$ cat src/design/cotok_pkg.sv
package cotok_pkg;

    localparam int KIND_BITS  = 6;
    localparam int VALUE_BITS = 64;
    localparam int FIFO_DEPTH = 4;

    // Token kinds, in source order
    localparam logic [KIND_BITS-1:0] K_UNKNOWN   = 6'd0;
    localparam logic [KIND_BITS-1:0] K_EOS       = 6'd1;
    localparam logic [KIND_BITS-1:0] K_LPAREN    = 6'd2;
    localparam logic [KIND_BITS-1:0] K_RPAREN    = 6'd3;
    localparam logic [KIND_BITS-1:0] K_LBRACKET  = 6'd4;
    localparam logic [KIND_BITS-1:0] K_RBRACKET  = 6'd5;
    localparam logic [KIND_BITS-1:0] K_LBRACE    = 6'd6;
    localparam logic [KIND_BITS-1:0] K_RBRACE    = 6'd7;
    localparam logic [KIND_BITS-1:0] K_COMMA     = 6'd8;
    localparam logic [KIND_BITS-1:0] K_DOT       = 6'd9;
    localparam logic [KIND_BITS-1:0] K_SQUOTE    = 6'd10;
    localparam logic [KIND_BITS-1:0] K_DQUOTE    = 6'd11;
    localparam logic [KIND_BITS-1:0] K_SEMI      = 6'd12;
    localparam logic [KIND_BITS-1:0] K_COLON     = 6'd13;
    localparam logic [KIND_BITS-1:0] K_PLUS      = 6'd14;
    localparam logic [KIND_BITS-1:0] K_MINUS     = 6'd15;
    localparam logic [KIND_BITS-1:0] K_STAR      = 6'd16;
    localparam logic [KIND_BITS-1:0] K_SLASH     = 6'd17;
    localparam logic [KIND_BITS-1:0] K_PERCENT   = 6'd18;
    localparam logic [KIND_BITS-1:0] K_INC       = 6'd19;
    localparam logic [KIND_BITS-1:0] K_DEC       = 6'd20;
    localparam logic [KIND_BITS-1:0] K_GT        = 6'd21;
    localparam logic [KIND_BITS-1:0] K_LT        = 6'd22;
    localparam logic [KIND_BITS-1:0] K_EQEQ      = 6'd23;
    localparam logic [KIND_BITS-1:0] K_GE        = 6'd24;
    localparam logic [KIND_BITS-1:0] K_LE        = 6'd25;
    localparam logic [KIND_BITS-1:0] K_NE        = 6'd26;
    localparam logic [KIND_BITS-1:0] K_ANDAND    = 6'd27;
    localparam logic [KIND_BITS-1:0] K_OROR      = 6'd28;
    localparam logic [KIND_BITS-1:0] K_NOT       = 6'd29;
    localparam logic [KIND_BITS-1:0] K_ASSIGN    = 6'd30;
    localparam logic [KIND_BITS-1:0] K_PLUS_EQ   = 6'd31;
    localparam logic [KIND_BITS-1:0] K_MINUS_EQ  = 6'd32;
    localparam logic [KIND_BITS-1:0] K_STAR_EQ   = 6'd33;
    localparam logic [KIND_BITS-1:0] K_SLASH_EQ  = 6'd34;
    localparam logic [KIND_BITS-1:0] K_PERCENT_EQ = 6'd35;
    localparam logic [KIND_BITS-1:0] K_SHL       = 6'd36;
    localparam logic [KIND_BITS-1:0] K_SHR       = 6'd37;
    localparam logic [KIND_BITS-1:0] K_AMP       = 6'd38;
    localparam logic [KIND_BITS-1:0] K_PIPE      = 6'd39;
    localparam logic [KIND_BITS-1:0] K_CARET     = 6'd40;
    localparam logic [KIND_BITS-1:0] K_INT       = 6'd41;
    localparam logic [KIND_BITS-1:0] K_IDENT     = 6'd42;
    localparam logic [KIND_BITS-1:0] K_BACKSLASH = 6'd43;

    localparam logic [7:0] CH_END        = 8'h00;
    localparam logic [7:0] CH_NEWLINE    = 8'h0A;
    localparam logic [7:0] CH_ZERO       = "0";
    localparam logic [7:0] CH_UNDERSCORE = "_";
    localparam logic [7:0] CH_EQUAL      = "=";
    localparam logic [7:0] CH_AMP        = "&";
    localparam logic [7:0] CH_PIPE       = "|";

    // Lexer mode, one-hot
    typedef enum logic [3:0] {
        MODE_IDLE  = 4'b0001,
        MODE_OP    = 4'b0010,
        MODE_IDENT = 4'b0100,
        MODE_NUM   = 4'b1000
    } t_mode;

    function automatic logic is_alpha(input logic [7:0] c);
        return ((c >= "a") && (c <= "z")) || ((c >= "A") && (c <= "Z"));
    endfunction

    function automatic logic is_digit(input logic [7:0] c);
        return (c >= "0") && (c <= "9");
    endfunction

    function automatic logic is_space(input logic [7:0] c);
        return c inside {8'h20, 8'h09, 8'h0D, 8'h0B, 8'h0C};
    endfunction

    // Complete one-character tokens; K_UNKNOWN if not one
    function automatic logic [KIND_BITS-1:0] single_kind(input logic [7:0] c);
        case (c)
            "(":     return K_LPAREN;
            ")":     return K_RPAREN;
            "[":     return K_LBRACKET;
            "]":     return K_RBRACKET;
            "{":     return K_LBRACE;
            "}":     return K_RBRACE;
            ",":     return K_COMMA;
            ".":     return K_DOT;
            "'":     return K_SQUOTE;
            "\"":    return K_DQUOTE;
            ";":     return K_SEMI;
            ":":     return K_COLON;
            "^":     return K_CARET;
            "\\":    return K_BACKSLASH;
            default: return K_UNKNOWN;
        endcase
    endfunction

    // Operator start characters standing alone; K_UNKNOWN if not one
    function automatic logic [KIND_BITS-1:0] op_alone(input logic [7:0] c);
        case (c)
            "+":       return K_PLUS;
            "-":       return K_MINUS;
            "*":       return K_STAR;
            "/":       return K_SLASH;
            "%":       return K_PERCENT;
            ">":       return K_GT;
            "<":       return K_LT;
            "!":       return K_NOT;
            CH_EQUAL:  return K_ASSIGN;
            CH_AMP:    return K_AMP;
            CH_PIPE:   return K_PIPE;
            default:   return K_UNKNOWN;
        endcase
    endfunction

    // Two-character operator c,b; K_UNKNOWN if they do not pair
    function automatic logic [KIND_BITS-1:0] op_pair(input logic [7:0] c, input logic [7:0] b);
        case (c)
            "*":      return (b == CH_EQUAL) ? K_STAR_EQ : K_UNKNOWN;
            "/":      return (b == CH_EQUAL) ? K_SLASH_EQ : K_UNKNOWN;
            "%":      return (b == CH_EQUAL) ? K_PERCENT_EQ : K_UNKNOWN;
            CH_EQUAL: return (b == CH_EQUAL) ? K_EQEQ : K_UNKNOWN;
            "!":      return (b == CH_EQUAL) ? K_NE : K_UNKNOWN;
            CH_AMP:   return (b == CH_AMP) ? K_ANDAND : K_UNKNOWN;
            CH_PIPE:  return (b == CH_PIPE) ? K_OROR : K_UNKNOWN;
            "+":      return (b == "+") ? K_INC : ((b == CH_EQUAL) ? K_PLUS_EQ : K_UNKNOWN);
            "-":      return (b == "-") ? K_DEC : ((b == CH_EQUAL) ? K_MINUS_EQ : K_UNKNOWN);
            ">":      return (b == ">") ? K_SHR : ((b == CH_EQUAL) ? K_GE : K_UNKNOWN);
            "<":      return (b == "<") ? K_SHL : ((b == CH_EQUAL) ? K_LE : K_UNKNOWN);
            default:  return K_UNKNOWN;
        endcase
    endfunction

endpackage

$ cat src/design/c_style_operator_tokenizer.sv
// C-style operator tokenizer.
// Slave stream (i_s_*): one source byte per word in i_s_tdata[7:0]; byte 0
// ends the stream. Master stream (o_m_*): one token per word.
//   o_m_tuser = token kind (0 unknown, 1 end of stream, ... 43 backslash).
//   o_m_tdata = line, offset, length, integer value, overflow flag, packed
//               from bit 0 up and zero padded to whole bytes.
//   o_m_tlast = last token caused by the accepted byte.
// A byte yields zero, one or two tokens. Tokens are built in the same cycle
// the byte is accepted and written into a 4-word output queue, whose head
// drives o_m_* (an operator or a word is seen only when the byte after it
// arrives). A byte is taken whenever the queue has room for two tokens,
// i.e. up to two tokens may already wait there: one byte per cycle
// sustained while the sink keeps up, and the queue is what parts the two
// sides when the sink stalls. Bytes that emit two tokens leave two words
// for the sink, one per handshake, which bounds the rate at the output port.
// Reset (i_rst_n low, synchronous) empties the queue and returns the lexer
// to line 1, offset 0. Byte 0 does the same to the lexer after it has
// flushed any pending token and queued the end-of-stream token.
module c_style_operator_tokenizer #(
    parameter int POSITION_BITS = 32,
    parameter int LINE_BITS     = 24,
    parameter int LENGTH_BITS   = 16
) (
    input  logic                                  i_clk,
    input  logic                                  i_rst_n,
    // slave stream
    input  logic                                  i_s_tvalid,
    output logic                                  o_s_tready,
    input  logic [7:0]                            i_s_tdata,  // text_byte
    // master stream
    output logic                                  o_m_tvalid,
    input  logic                                  i_m_tready,
    // token_line, token_offset, token_length, int_value, int_overflow, zero pad
    output logic [((LINE_BITS + POSITION_BITS + LENGTH_BITS
                    + cotok_pkg::VALUE_BITS + 8) / 8) * 8 - 1:0] o_m_tdata,
    output logic [cotok_pkg::KIND_BITS-1:0]       o_m_tuser,  // token_kind
    output logic                                  o_m_tlast   // last_of_run
);

    localparam int PAYLOAD_BITS = LINE_BITS + POSITION_BITS + LENGTH_BITS
                                + cotok_pkg::VALUE_BITS + 1;
    localparam int DATA_BITS    = ((PAYLOAD_BITS + 7) / 8) * 8;
    localparam int WIDE_BITS    = (POSITION_BITS > LENGTH_BITS) ? POSITION_BITS : LENGTH_BITS;
    localparam int PTR_BITS     = $clog2(cotok_pkg::FIFO_DEPTH);
    localparam int CNT_BITS     = $clog2(cotok_pkg::FIFO_DEPTH + 1);
    localparam int ACC_BITS     = cotok_pkg::VALUE_BITS + 4;

    localparam logic [LINE_BITS-1:0]   LINE_MAX = {LINE_BITS{1'b1}};
    localparam logic [LINE_BITS-1:0]   LINE_ONE = LINE_BITS'(1);
    localparam logic [LENGTH_BITS-1:0] LEN_MAX  = {LENGTH_BITS{1'b1}};
    localparam logic [CNT_BITS-1:0]    ROOM_MAX = CNT_BITS'(cotok_pkg::FIFO_DEPTH - 2);

    typedef struct packed {
        logic                                ovf;
        logic [cotok_pkg::VALUE_BITS-1:0]    value;
        logic [LENGTH_BITS-1:0]              len;
        logic [POSITION_BITS-1:0]            off;
        logic [LINE_BITS-1:0]                line;
        logic [cotok_pkg::KIND_BITS-1:0]     kind;
        logic                                last;
    } t_token;

    // lexer state
    cotok_pkg::t_mode                  r_mode, n_mode;
    logic [7:0]                        r_pend, n_pend;
    logic [LINE_BITS-1:0]              r_line, n_line;
    logic [POSITION_BITS-1:0]          r_pos, n_pos;
    logic [POSITION_BITS-1:0]          r_start_pos, n_start_pos;
    logic [LINE_BITS-1:0]              r_start_line, n_start_line;
    logic [cotok_pkg::VALUE_BITS-1:0]  r_accum, n_accum;
    logic                              r_ovf, n_ovf;

    // output queue
    t_token                            r_fifo [cotok_pkg::FIFO_DEPTH];
    logic [PTR_BITS-1:0]               r_wr_ptr, r_rd_ptr;
    logic [CNT_BITS-1:0]               r_count;

    logic                              in_acc, out_acc;
    logic [7:0]                        b;
    logic                              consumed;
    logic                              e0_v, e1_v;
    t_token                            e0, e1;
    logic [cotok_pkg::KIND_BITS-1:0]   pair_kind;
    logic [POSITION_BITS-1:0]          run;
    logic [WIDE_BITS-1:0]              run_w;
    logic [LENGTH_BITS-1:0]            run_len;
    logic [ACC_BITS-1:0]               digit_w, acc_next;
    logic                              acc_over;
    logic [1:0]                        wr_n;
    t_token                            head;

    assign b       = i_s_tdata;
    assign in_acc  = i_s_tvalid && o_s_tready;
    assign out_acc = o_m_tvalid && i_m_tready;

    assign pair_kind = cotok_pkg::op_pair(r_pend, b);
    assign run       = r_pos - r_start_pos;
    assign run_w     = WIDE_BITS'(run);
    assign run_len   = (run_w > WIDE_BITS'(LEN_MAX)) ? LEN_MAX : LENGTH_BITS'(run_w);

    // accum * 10 + digit by shift-add; any carry above 64 bits is overflow
    assign digit_w  = ACC_BITS'(b - cotok_pkg::CH_ZERO);
    assign acc_next = (ACC_BITS'(r_accum) << 3) + (ACC_BITS'(r_accum) << 1) + digit_w;
    assign acc_over = r_ovf || (acc_next[ACC_BITS-1:cotok_pkg::VALUE_BITS] != '0);

    always_comb begin
        n_mode       = r_mode;
        n_pend       = r_pend;
        n_line       = r_line;
        n_pos        = r_pos + POSITION_BITS'(1);
        n_start_pos  = r_start_pos;
        n_start_line = r_start_line;
        n_accum      = r_accum;
        n_ovf        = r_ovf;
        consumed     = 1'b0;
        e0_v         = 1'b0;
        e1_v         = 1'b0;
        e0           = '0;
        e1           = '0;
        e0.line      = r_start_line;
        e0.off       = r_start_pos;
        e1.line      = r_line;
        e1.off       = r_pos;
        e1.len       = LENGTH_BITS'(1);

        // close or extend the open token
        case (r_mode)
            cotok_pkg::MODE_OP: begin
                e0_v   = 1'b1;
                n_mode = cotok_pkg::MODE_IDLE;
                if (pair_kind != cotok_pkg::K_UNKNOWN) begin
                    e0.kind  = pair_kind;
                    e0.len   = LENGTH_BITS'(2);
                    consumed = 1'b1;
                end else begin
                    e0.kind = cotok_pkg::op_alone(r_pend);
                    e0.len  = LENGTH_BITS'(1);
                end
            end
            cotok_pkg::MODE_IDENT: begin
                if (cotok_pkg::is_alpha(b) || cotok_pkg::is_digit(b)
                        || b == cotok_pkg::CH_UNDERSCORE) begin
                    consumed = 1'b1;
                end else begin
                    e0_v    = 1'b1;
                    e0.kind = cotok_pkg::K_IDENT;
                    e0.len  = run_len;
                    n_mode  = cotok_pkg::MODE_IDLE;
                end
            end
            cotok_pkg::MODE_NUM: begin
                if (cotok_pkg::is_digit(b)) begin
                    consumed = 1'b1;
                    n_ovf    = acc_over;
                    n_accum  = acc_over ? {cotok_pkg::VALUE_BITS{1'b1}}
                                        : acc_next[cotok_pkg::VALUE_BITS-1:0];
                end else begin
                    e0_v     = 1'b1;
                    e0.kind  = cotok_pkg::K_INT;
                    e0.len   = run_len;
                    e0.value = r_accum;
                    e0.ovf   = r_ovf;
                    n_mode   = cotok_pkg::MODE_IDLE;
                end
            end
            default: begin
            end
        endcase

        // byte starts something new
        if (!consumed) begin
            if (b == cotok_pkg::CH_END) begin
                e1_v         = 1'b1;
                e1.kind      = cotok_pkg::K_EOS;
                n_mode       = cotok_pkg::MODE_IDLE;
                n_pend       = '0;
                n_line       = LINE_ONE;
                n_pos        = '0;
                n_start_pos  = '0;
                n_start_line = LINE_ONE;
                n_accum      = '0;
                n_ovf        = 1'b0;
            end else begin
                n_start_pos  = r_pos;
                n_start_line = r_line;
                if (b == cotok_pkg::CH_NEWLINE) begin
                    if (r_line != LINE_MAX) begin
                        n_line = r_line + LINE_ONE;
                    end
                end else if (cotok_pkg::is_space(b)) begin
                    // skipped
                end else if (cotok_pkg::single_kind(b) != cotok_pkg::K_UNKNOWN) begin
                    e1_v    = 1'b1;
                    e1.kind = cotok_pkg::single_kind(b);
                end else if (cotok_pkg::op_alone(b) != cotok_pkg::K_UNKNOWN) begin
                    n_mode = cotok_pkg::MODE_OP;
                    n_pend = b;
                end else if (cotok_pkg::is_alpha(b) || b == cotok_pkg::CH_UNDERSCORE) begin
                    n_mode = cotok_pkg::MODE_IDENT;
                end else if (cotok_pkg::is_digit(b)) begin
                    n_mode  = cotok_pkg::MODE_NUM;
                    n_accum = cotok_pkg::VALUE_BITS'(b - cotok_pkg::CH_ZERO);
                    n_ovf   = 1'b0;
                end else begin
                    e1_v    = 1'b1;
                    e1.kind = cotok_pkg::K_UNKNOWN;
                end
            end
        end

        e0.last = !e1_v;
        e1.last = 1'b1;
    end

    always_ff @(posedge i_clk) begin
        if (!i_rst_n) begin
            r_mode       <= cotok_pkg::MODE_IDLE;
            r_pend       <= '0;
            r_line       <= LINE_ONE;
            r_pos        <= '0;
            r_start_pos  <= '0;
            r_start_line <= LINE_ONE;
            r_accum      <= '0;
            r_ovf        <= 1'b0;
        end else if (in_acc) begin
            r_mode       <= n_mode;
            r_pend       <= n_pend;
            r_line       <= n_line;
            r_pos        <= n_pos;
            r_start_pos  <= n_start_pos;
            r_start_line <= n_start_line;
            r_accum      <= n_accum;
            r_ovf        <= n_ovf;
        end
    end

    // queue: up to two writes and up to one read per cycle
    assign wr_n = in_acc ? (2'(e0_v) + 2'(e1_v)) : 2'd0;

    always_ff @(posedge i_clk) begin
        if (in_acc) begin
            if (e0_v) begin
                r_fifo[r_wr_ptr] <= e0;
                if (e1_v) begin
                    r_fifo[PTR_BITS'(r_wr_ptr + 1'b1)] <= e1;
                end
            end else if (e1_v) begin
                r_fifo[r_wr_ptr] <= e1;
            end
        end
    end

    always_ff @(posedge i_clk) begin
        if (!i_rst_n) begin
            r_wr_ptr <= '0;
            r_rd_ptr <= '0;
            r_count  <= '0;
        end else begin
            r_wr_ptr <= r_wr_ptr + PTR_BITS'(wr_n);
            r_rd_ptr <= r_rd_ptr + PTR_BITS'(out_acc);
            r_count  <= r_count + CNT_BITS'(wr_n) - CNT_BITS'(out_acc);
        end
    end

    assign head       = r_fifo[r_rd_ptr];
    assign o_s_tready = (r_count <= ROOM_MAX);
    assign o_m_tvalid = (r_count != '0);
    assign o_m_tdata  = DATA_BITS'({head.ovf, head.value, head.len, head.off, head.line});
    assign o_m_tuser  = head.kind;
    assign o_m_tlast  = head.last;

    // queue never holds more than its depth
    a_count_bound: assert property (@(posedge i_clk) disable iff (!i_rst_n)
        r_count <= CNT_BITS'(cotok_pkg::FIFO_DEPTH))
        else $error("token queue overfilled");

    // end of stream restarts the lexer at offset 0, line 1
    a_eos_restart: assert property (@(posedge i_clk) disable iff (!i_rst_n)
        in_acc && (i_s_tdata == cotok_pkg::CH_END)
        |=> (r_pos == '0) && (r_line == LINE_ONE) && (r_mode == cotok_pkg::MODE_IDLE))
        else $error("lexer not restarted after end of stream");

    // line counter never falls to zero
    a_line_nonzero: assert property (@(posedge i_clk) disable iff (!i_rst_n)
        r_line != '0)
        else $error("line counter is zero");

    // a byte that yields two tokens leaves at least two words queued
    a_queue_write: assert property (@(posedge i_clk) disable iff (!i_rst_n)
        in_acc && (wr_n == 2'd2) |=> (r_count >= CNT_BITS'(2)))
        else $error("two-token write lost");

endmodule
$ cat config.mk
export PLATFORM = sky130hd
export DESIGN_NAME = c_style_operator_tokenizer
export DESIGN_NICKNAME = d
export VERILOG_FILES = /design/src/design/cotok_pkg.sv /design/src/design/c_style_operator_tokenizer.sv
export SDC_FILE = /design/constraint.sdc
export NUM_CORES = 2
export LEC_CHECK = 0
export ABC_AREA = 1
export BUFFER_PORTS_ARGS = -buffer_cell sky130_fd_sc_hd__buf_4
export CELL_PAD_IN_SITES_DETAIL_PLACEMENT = 2
export CELL_PAD_IN_SITES_GLOBAL_PLACEMENT = 2
export CORE_MARGIN = 3
export CORE_UTILIZATION = 37
export CTS_CLUSTER_SIZE = 20
export DETAILED_ROUTE_END_ITERATION = 16
export GPL_ROUTABILITY_DRIVEN = 1
export PLACE_DENSITY = 0.83
export SETUP_SLACK_MARGIN = 0.1
export SLEW_MARGIN = 20
export SYNTH_ARGS = -nofsm -noshare
export SYNTH_HDL_FRONTEND = slang
export SYNTH_SLANG_ARGS = --single-unit
export TNS_END_PERCENT = 100
$ cat constraint.sdc
create_clock -name i_clk -period 9.45 [get_ports i_clk]
set_clock_uncertainty 0.1 [all_clocks]
set_input_delay 0.945 -clock i_clk [delete_from_list [all_inputs] [get_ports i_clk]]
set_output_delay 0.945 -clock i_clk [all_outputs]
set_load 0.05 [all_outputs]
# Word level (Yosys, flattened, before mapping)
# Memories as Yosys holds them, arrays and structs flattened. A register that Yosys moved wholly into a read port is not among the register bits.
# Cells that the tools add are included.
# op_classes
addsub,13
n_lt_le_gt_ge,8
n_eq_ne,50
muxes,114
bitwise,2
reduce_logical,24
# op_table
op,count
64-bit two-way mux,11
8-bit by 6-bit equality test with 1-bit output (second input constant),29
6-bit one-hot mux with 11 select lines,3
144-bit two-way mux,1
6-bit two-way mux,24
24-bit two-way mux,4
32-bit two-way mux,3
6-bit one-hot mux with 14 select lines,1
81-bit two-way mux,1
8-bit by 7-bit equality test with 1-bit output (second input constant),9
67-bit by 65-bit adder with 68-bit output,1
68-bit adder,1
65-bit two-way mux,1
16-bit one-hot mux with 3 select lines,1
8-bit by 4-bit equality test with 1-bit output (second input constant),5
4-bit two-way mux,10
5-bit two-way mux,8
8-bit two-way mux,5
32-bit by 1-bit adder with 32-bit output (second input constant),1
32-bit by 16-bit greater-than comparator with 1-bit output (second input constant),1
1-bit two-way mux,32
16-bit two-way mux,2
32-bit subtractor,1
24-bit by 1-bit adder with 24-bit output (second input constant),1
35 further kinds,55
# word_totals
regBits,196
ram_bits,576
input_bits,12
out_inout_bits,153
elab_cells,223
mem_count,1
# mem_list
memory,words,width,read_ports,rd_clocked_by_memory_dff,wr,line,rtl
r_fifo,4,144,1,1,2,c_style_operator_tokenizer.sv:74,t_token r_fifo [cotok_pkg::FIFO_DEPTH];

# Logic depth before layout (Yosys ltp)
# depth
depth_word,26
ltp_mapped,27
ltp_nobuf,27

# Least setup slack after synthesis
# OpenSTA, ideal clock, no wires.
# synth_timing
path_type,input -> register
from,in i_s_tdata[4]
to,reg r_accum[35] (netlist bit)
setup_time_ps,132
arrival_ps,7527
t_required_ps,9218
setup_slack_ps,1691
path_stages,25
path_buffers,3
path_cell_list,ha_1 -> clkbuf_1 -> nor2_1 -> fa_1 -> ha_1 -> nand2_1 -> inv_1 -> a21oi_1 -> nand3_1 -> nand2_1 -> nand2_1 -> nand2_1 -> nand2_1 -> nand2_1 -> nand2_1 -> nand2_1 -> nand3_1 -> nor2_1 -> buf_2 -> buf_2 -> nand3_1 -> o21ai_0 -> nand2_1 -> nand2_1 -> a21oi_1
# synth_via
elab_chain_cells,15
elab_cells_between_ends,97
cone_classes,add/sub (3); order compare (6); eq/ne (32); mux (42); reduce/logical (14)
# synth_lines
item,line,rtl
start: declaration,c_style_operator_tokenizer.sv:29,"input logic [7:0] i_s_tdata,"
8-bit by 6-bit subtractor with 9-bit output,"c_style_operator_tokenizer.sv:102, c_style_operator_tokenizer.sv:202",
68-bit adder,c_style_operator_tokenizer.sv:103,assign acc_next = (ACC_BITS'(r_accum) << 3) + (ACC_BITS'(r_accum) << 1) + digit_w;
4-bit nonzero test,c_style_operator_tokenizer.sv:104,assign acc_over = r_ovf || (acc_next[ACC_BITS-1:cotok_pkg::VALUE_BITS] != '0);
1-bit logical OR,c_style_operator_tokenizer.sv:104,
64-bit two-way mux,c_style_operator_tokenizer.sv:155,n_accum = acc_over ? {cotok_pkg::VALUE_BITS{1'b1}}
64-bit two-way mux,c_style_operator_tokenizer.sv:152,if (cotok_pkg::is_digit(b)) begin
64-bit two-way mux,c_style_operator_tokenizer.sv:127,case (r_mode)
64-bit two-way mux,c_style_operator_tokenizer.sv:200,end else if (cotok_pkg::is_digit(b)) begin
64-bit two-way mux,c_style_operator_tokenizer.sv:198,end else if (cotok_pkg::is_alpha(b) || b == cotok_pkg::CH_UNDERSCORE) begin
64-bit two-way mux,c_style_operator_tokenizer.sv:195,end else if (cotok_pkg::op_alone(b) != cotok_pkg::K_UNKNOWN) begin
64-bit two-way mux,c_style_operator_tokenizer.sv:192,end else if (cotok_pkg::single_kind(b) != cotok_pkg::K_UNKNOWN) begin
64-bit two-way mux,c_style_operator_tokenizer.sv:190,end else if (cotok_pkg::is_space(b)) begin
64-bit two-way mux,c_style_operator_tokenizer.sv:186,if (b == cotok_pkg::CH_NEWLINE) begin
64-bit two-way mux,c_style_operator_tokenizer.sv:172,if (b == cotok_pkg::CH_END) begin
64-bit two-way mux *,c_style_operator_tokenizer.sv:171,if (!consumed) begin
end signal: assignment,c_style_operator_tokenizer.sv:232,r_accum <= n_accum;
end: declaration,c_style_operator_tokenizer.sv:70,"logic [cotok_pkg::VALUE_BITS-1:0] r_accum, n_accum;"
# Every way passes the cells marked *; elsewhere a longest branch is shown, timed or not. The select of a mux whose other input is x is not followed.
# A chain may end at the register's enable or synchronous reset.

==> flow_summary.ini <==
[power_and_ir_drop]
p_comb_share_pct = 41.3
p_seq_share_pct = 30.4
power_w = 0.01261
p_sw_w = 0.005635
sw_frac_of_total_pct = 44.68
p_leak_nw = 19.28
vdd_drop_max_v = 0.0001587
pwr-share-clk_pct = 28.3
power.density_nw_per_um2 = 257.9
internal_power_w = 0.006977

[global_route]
first_global_vias = 48380
grt_pass1_wl_mm = 293.3
grt_max_degree = 114
track_usage_pct = 30.69
grt_overflow = 0
antenna_found_initial = 9

[sta]
max-slew-margin-rel_pct = 23.49
tightestPinTransition_ps = 1148
finalCritPeriodShare_pct = 66.21
fmaxAchievable_mhz = 159.8
fin_tns_setup_ps = 0
period_minus_slack_ps = 6257
setup_viol = 0
hold_violations = 0
drv_slew = 0
rsz0062_at_grt = false
hold-worst-slack_ps = 358.1

[placement]
place_congestion = 0.8856
dp_hpwl_mm = 124.9
port_buffers = 157

[floorplan]
num_rows = 125
ioPinCount = 165
fp.dieH_um = 349.5
coreArea_sq_um = 116700
die_w_um = 349.5
dieArea_sq_um = 122100
start_util_pct = 37.41

[detailed_routing]
via_per_inst = 5.942
drt_wl_total_mm = 191.5
antenna_left = 0
num_vias = 44630
wl_per_cell_um = 25.49
drtIter0Drc = 3479
firstDrtPassIters = 6
route.detailed.drc = 0

[setup_path]
worst-path-max-fanout = 74
rrSetupSlack_ps = 3660
slowest_stage = buf_4
critPathArrivalTime_ps = 6450
rr_startpoint = r_pend[2]
end_kind = register
cp.required_ps = 9640
rr_worst_depth = 23
cp_num_buf_inv = 7
worst_path_most_repeated_cell = nand2_1
start_kind = input port
r2r_end = r_fifo[0][119]
path_class = in -> reg
crit_chain = buf_4 > ha_1 > o2111ai_1 > nand2_2 > buf_4 > nand2_1 > a21oi_2 > nand2_4 > inv_4 > nand2_1 > inv_1 > ha_1 > inv_1 > nand2_1 > nand2_1 > nor2_2 > inv_6 > nand2_4 > buf_4
cp_top_family = buffers and inverters
critical-path-max-stage-delay_ps = 790

[status]
outcome = complete, no violations

[cts]
cts.clk_slew.worst_paths_ps = 60
clk_path_buf_depth = 3
root_buffer = clkbuf_16
post_cts_buffers = 0
clock-sinks = 772
post_cts_resize_count = 0
cts_buffers = 90
htree_levels = 3
hold_buffers = 0
clkLatencyLatePin_ps = 690
cts_tree = done

[hold_path]
hold_class = reg -> reg
hold_depth = 2
hold_path_end = r_fifo[1][91]
min_from = r_fifo[1][91]

[synth]
synth_area_leader_cell = dfxtp_1
netlist_instances = 5943
synth.mux.area_fraction_pct = 0
synthAdderAreaFrac_pct = 6.249
yosys.area_share.simple_pct = 21.67
synth_area_sq_um = 43650
ys.warnings.count = 0
avgSynthCellArea_sq_um = 7.344
synth-edff-count = 244
yosysMostFrequentCell = nand2_1
synth_flop_cell = dfxtp_1
synth_top_area_share_pct = 24.22
synth_compound_area_share_pct = 21.41
ys_async_sr_fraction_pct = 0
synthTopCellsByCount = 1325 x nand2_1, 868 x o21ai_0, 610 x nor2_1
synth_top_family_by_area = simple AND/OR/NAND/NOR gates
synth-seq-cells = 772
synthXorXnorAreaFrac_pct = 2.007
synth_cell_types = 56
synth_area_leaders = dfxtp_1 24%, edfxtp_1 17%, nand2_1 11%, o21ai_0 10%, o22ai_1 5.3%
ys_seq_area_share_pct = 41.00

[layout]
layout.nets = 6103
area_delta_synth_final_pct = 12.04
layout-drive-gt1-share_pct = 7.051

[job]
maxCapViolCount = 0
==> worst min-delay path: cells and delay by family, from the launching register on <==
kind,cells,cell delay [ps]
compound gates,1,50
flops,1,320
simple gates,1,50
==> stage by stage <==
step	area (sq um)	utilization (%)	cells	setup slack, ps
floorplan	43670	-	5949	1691
global placement	45830	39.28	7342	2537
detailed placement	45860	39.31	7343	2488
CTS	48860	41.88	7508	3185
global route	48890	41.91	7509	2850
finish	48900	41.91	7512	3193
==> power by group through the flow <==
| stage | Sequential, W | Combinational [W] | Clock [W] |
|---|---|---|---|
| final | 0.00383 | 0.00521 | 0.00357 |
| after global routing | 0.00384 | 0.00558 | 0.00375 |
| after CTS | 0.00382 | 0.00519 | 0.00362 |
| after detailed placement | 0.00389 | 0.00513 | 0 |
| after global placement | 0.00388 | 0.00500 | 0 |
| after floorplan | 0.00378 | 0.00343 | 0 |
==> how the worst max path moves through the flow <==
stage                     cells after the start        endpoint          from
after detailed placement                     19   r_fifo[2][55]  i_s_tdata[5]
after floorplan                              25     r_accum[35]  i_s_tdata[4]
after CTS                                    19   r_fifo[2][53]  i_s_tdata[5]
final                                        19   r_fifo[2][55]  i_s_tdata[5]
after global placement                       19  r_fifo[0][101]  i_s_tdata[5]
after global routing                         19   r_fifo[2][55]  i_s_tdata[5]
==> flip-flops by register name (all words and copies together), names as in the netlist <==
register	cells
r_accum	64
r_start_line	24
r_fifo	576
r_wr_ptr	2
r_pos	32
r_rd_ptr	2
r_start_pos	32
r_ovf	1
r_count	3
r_line	24
r_mode	4
r_pend	8
==> routing by layer <==
metal | track usage (%) | wire length [um]
met1 | 40.91 | 84950
met2 | 51.75 | 89930
met3 | 4.340 | 11380
met4 | 8.926 | 5231
met5 | 0 | 19
==> layout make-up <==
type | instances | area, sq um
fillers | 13510 | 67770
diodes | 3 | 7.507
repair buffers | 212 | 1682
flip-flops and latches | 772 | 17900
clock buffers | 141 | 2678
well taps | 1524 | 1907
multi-input cells | 4338 | 22510
clock inverters | 24 | 322.8
inverters | 498 | 1894
==> cell families after synthesis <==
kind of cell | count (synthesis)
compound gates | 1728
xor+xnor | 100
fa+ha+maj | 179
buf+inv | 839
flops | 772
other cells | 1
simple gates | 2324
==> cell usage in the layout, fill, tap and decap left out, types with 7 or more instances in the layout <==
cell / Yosys / final
clkbuf_1: 229 / 31
nor2_4: 4 / 7
conb_1: 1 / 7
clkinv_1: 13 / 12
o21a_1: 9 / 9
edfxtp_1: 244 / 244
nor2_1: 610 / 607
xor2_1: 62 / 62
or2_2: 10 / 10
a22o_1: 8 / 8
nand3b_1: 11 / 11
ha_1: 114 / 114
nand2_2: 9 / 8
fa_1: 65 / 65
o21bai_1: 25 / 25
nor4_1: 13 / 13
a31oi_1: 9 / 9
clkbuf_8: 0 / 17
xnor2_1: 38 / 38
dfxtp_1: 528 / 526
a21oi_1: 383 / 383
nand2_1: 1325 / 1322
o21ai_1: 19 / 19
nand3_1: 179 / 179
clkbuf_16: 0 / 93
nand4_1: 54 / 54
clkinv_2: 1 / 13
inv_1: 464 / 462
inv_2: 19 / 17
o211ai_1: 8 / 8
nor3_1: 76 / 76
buf_4: 22 / 206
o22ai_1: 370 / 370
o21ai_0: 868 / 868
No activity file was read; power rests on OpenSTA's default activity.
